--- src/sv/bf3_pkg.sv ---
// Shared widths, codes and payload types for the 3x3 clipped box filter.
// No dependencies; every other file of the filter but bf3_ram imports this package.
package bf3_pkg;

   localparam int COMP_W = 16;   // one colour component
   localparam int POS_W  = 10;   // output row / column
   localparam int SIZE_W = 11;   // image size register
   localparam int COL_W  = 18;   // sum of up to three components
   localparam int SUM_W  = 20;   // sum of up to nine components
   localparam int CNT_W  = 4;    // neighbour count, 1..9

   localparam logic [SIZE_W-1:0] SIZE_RESET = 11'd512;

   localparam logic MODE_PIXEL = 1'b0;
   localparam logic MODE_DRAIN = 1'b1;

   // Component lanes: index 2 is red, 1 is green, 0 is blue.
   typedef logic [2:0][COMP_W-1:0] pixel_type;
   typedef logic [2:0][COL_W-1:0]  colsum_type;
   typedef logic [2:0][SUM_W-1:0]  winsum_type;

   typedef struct packed {
      logic [COMP_W-1:0] red;
      logic [COMP_W-1:0] green;
      logic [COMP_W-1:0] blue;
      logic [POS_W-1:0]  row;
      logic [POS_W-1:0]  col;
      logic              last;
   } rsp_item_type;

   // Up to two responses leave the pipeline per request.
   typedef struct packed {
      logic         valid_a;
      logic         valid_b;
      rsp_item_type item_a;
      rsp_item_type item_b;
   } rsp_pair_type;

endpackage

--- src/sv/bf3_mean_div.sv ---
// Truncated mean of a neighbourhood sum over a count of 1, 2, 3, 4, 6 or 9.
// Depends on bf3_pkg; a shift plus one multiply by a reciprocal of 1, 3 or 9.
module bf3_mean_div (
   input  logic [bf3_pkg::SUM_W-1:0]  total,
   input  logic [bf3_pkg::CNT_W-1:0]  cnt,
   output logic [bf3_pkg::COMP_W-1:0] mean
);
   import bf3_pkg::*;

   localparam int RECIP_SHIFT = 24;
   localparam int RW          = RECIP_SHIFT + 1;
   localparam int PW          = SUM_W + RW;
   // Rounded-up reciprocals; the error stays below one for any SUM_W-bit sum.
   localparam logic [RW-1:0] RECIP_ONE   = RW'(2 ** RECIP_SHIFT);
   localparam logic [RW-1:0] RECIP_THIRD = RW'((2 ** RECIP_SHIFT + 2) / 3);
   localparam logic [RW-1:0] RECIP_NINTH = RW'((2 ** RECIP_SHIFT + 8) / 9);

   logic [1:0]       shift_amt;
   logic [RW-1:0]    recip;
   logic [SUM_W-1:0] shifted;
   logic [PW-1:0]    prod;

   always_comb begin
      case (cnt)
         4'd2: begin
            shift_amt = 2'd1;
            recip     = RECIP_ONE;
         end
         4'd3: begin
            shift_amt = 2'd0;
            recip     = RECIP_THIRD;
         end
         4'd4: begin
            shift_amt = 2'd2;
            recip     = RECIP_ONE;
         end
         4'd6: begin
            shift_amt = 2'd1;
            recip     = RECIP_THIRD;
         end
         4'd9: begin
            shift_amt = 2'd0;
            recip     = RECIP_NINTH;
         end
         default: begin
            shift_amt = 2'd0;
            recip     = RECIP_ONE;
         end
      endcase
      shifted = total >> shift_amt;
      prod    = PW'(shifted) * PW'(recip);
      mean    = COMP_W'(prod >> RECIP_SHIFT);
   end

endmodule

--- config.mk ---
export PLATFORM = sky130hd
export DESIGN_NAME = bf3_mean_div
export DESIGN_NICKNAME = d
export VERILOG_FILES = /design/src/sv/bf3_pkg.sv /design/src/sv/bf3_mean_div.sv
export SDC_FILE = /design/constraint.sdc
export NUM_CORES = 1
export LEC_CHECK = 0
export ABC_CLOCK_PERIOD_IN_PS = 12700
export BUFFER_PORTS_ARGS = -buffer_cell sky130_fd_sc_hd__buf_2
export CORE_UTILIZATION = 60
export DETAILED_ROUTE_END_ITERATION = 10
export GPL_TIMING_DRIVEN = 0
export PLACE_DENSITY = 0.78
export SYNTH_ARGS = -nofsm -noshare
export SYNTH_HDL_FRONTEND = slang
export SYNTH_SLANG_ARGS = --single-unit
--- constraint.sdc ---
create_clock -name vclk -period 12.7
set_input_delay 1.905 -clock vclk [all_inputs]
set_output_delay 1.905 -clock vclk [all_outputs]
set_load 0.005 [all_outputs]
==> qor.csv <==
stage,metric,value,unit
synth,synth_area_leaders,"fa_1 43%, ha_1 23%, inv_1 14%",
place,hpwl,20500,µm
run,maxCapViolCount,0,
detailed_routing,route.detailed.drc,0,
die,design.core.area,0.0153,mm²
synth,seq_area_frac_synth,0,%
die,die_y,128,µm
detailed_routing,viasPerCell,5.32,
die,start_util,62.0,%
final_layout,layout_common_cells,"343 x inv_1, 202 x fa_1, 172 x ha_1",
final_layout,finish.cell_count_without_fillers,1301,
final_layout,regArea,0,µm²
worst_hold_path,hold_class,input pin to output pin,
synth,synthDistinctLibCells,52,
worst_setup_path,crit_required,10800,ps
final_layout,fin_util,65.1,%
worst_setup_path,cp-start-kind,input pin,
detailed_routing,drt_iter0_markers,408,
sta,fin_hold_ws,4660,ps
sta,finalHoldViolCount,0,
synth,yosys.area.top_type,fa_1,
global_routing,overflow,0,
power_and_ir_drop,power_leakage,6.02,nW
detailed_routing,num_vias,6927,
synth,syn_area,0.00949,mm²
place,io_buffer_count,40,
worst_setup_path,critPathKind,input pin to output pin,
clock_network,cts_resized,0,
die,fp.dieW,128,µm
final_layout,fillers,1301,
final_layout,seq_cell_count,0,
synth,yosysWarnings,0,
sta,tightestPinTransition,827,ps
place,finalWeightedCongestion,0.976,
synth,synth_cells,1050,
detailed_routing,post_drt_wl_per_cell,16.9,µm
worst_setup_path,slowest_stage,fa_1,
global_routing,antenna_found_initial,0,
final_layout,clkbuf_count,0,
global_routing,grt_max_degree,11,
synth,yosys.area.top_type_share,42.6,%
global_routing,grt_pass1_vias,7065,
sta,relSlewSlack,44.6,%
sta,min_period_over_period,96.2,%
worst_setup_path,worst-path-max-fanout,10,
sta,setup_tns,0,ps
worst_setup_path,slowest_delay,630,ps
final_layout,syn2layout_area_growth,5.05,%
synth,synthesis.nets,1448,
power_and_ir_drop,power_density,98.0,mW/mm²
final_layout,final_common_cell,inv_1,
synth,syn_avg_cell_area,9.04,µm²
die,dieArea,0.0163,mm²
die,ioPinCount,40,
sta,setup_viol,0,
detailed_routing,final_antenna_net_count,0,
die,rows,45,
sta,slew_viol_final,0,
global_routing,grt_pass1_wl,36500,µm
outcome,outcome,completed,
detailed_routing,wirelength,21900,µm
sta,grt_setup_unrepaired,false,
worst_setup_path,worstPathArrival,10310,ps
worst_setup_path,crit_path_end_kind,output pin,
power_and_ir_drop,max-vdd-ir-drop,126,µV
final_layout,layout-drive-gt1-share,5.87,%
sta,max_freq,81.9,MHz
worst_setup_path,crit_top_cell,fa_1,
global_routing,grt_usage,29.3,%
clock_network,post_cts_buffers,0,
final_layout,nets,1490,
final_layout,diodes,0,
clock_network,ctsHoldBuffers,0,
sta,finalCriticalPeriod,12210,ps
place,dp_cells,1301,
detailed_routing,drtPass1Iterations,5,
[critical path: cells and delay by family]
kind                       cells  cell delay, ps
adders and majority gates      8            3870
buffers and inverters          7             900
xor gates and xnor gates       1             120
and+or+nand+nor                3            1040
AOI/OAI and AO/OA             10            2440
[synthesized netlist by cell type (all sizes together) (3+ instances only)]
master / instances
a211oi: 7
a21o: 22
a21oi: 45
and2: 12
and3: 4
buf: 5
clkbuf: 6
fa: 202
ha: 172
inv: 343
mux2i: 8
nand2: 43
nand2b: 7
nand3: 7
nand3b: 3
nand4: 5
nor2: 66
nor2b: 10
nor3: 3
o2111ai: 5
o21a: 3
o21ai: 19
o21bai: 4
or2: 6
xnor2: 16
xor2: 8
[kinds of logic after synthesis]
group	after synthesis	share of synthesized area (%)
fa+ha+maj	374	65.3
mux	9	1.08
xor+xnor	24	2.21
compound gates	117	8.58
simple gates	172	8.74
buf+inv	354	14.1
[metal layers]
layer | GRT usage [%] | wire [µm]
met4 | 3.53 | 277
met2 | 46.5 | 10100
met3 | 3.76 | 1200
met1 | 44.2 | 10400
met5 | 0 | 0
[layout make-up]
type / count / area (µm²) / share of cell area (%)
timing repair buffer: 40 / 200 / 2.01
buffer: 11 / 50.0 / 0.502
inverter: 343 / 1290 / 12.9
tap: 211 / 264 / 2.65
multi-input combinational: 696 / 8170 / 81.9
[power breakdown]
part           internal, mW  switching, mW  total [mW]  leakage, nW
registers                 0              0           0            0
clock network             0              0           0            0
logic                 0.416          0.562       0.977         6.02
[final timing paths]
check / start / to / slack [ps] / cells after the start
worst max-delay path: cnt[1] / mean[15] / 490 / 29
worst min-delay path: total[17] / mean[15] / 4660 / 6
[metrics by stage]
stage | setup slack, ps | total power [mW] | cell area (µm²)
after floorplan | 1470 | 0.674 | 9490
after global placement | 121 | 0.951 | 9950
after detailed placement | 148 | 0.964 | 9950
after CTS | 57.9 | 0.977 | 9950
after global routing | 55.9 | 1.11 | 9970
final | 486 | 0.977 | 9970
Note: power is estimated with default switching activity, not from simulation.
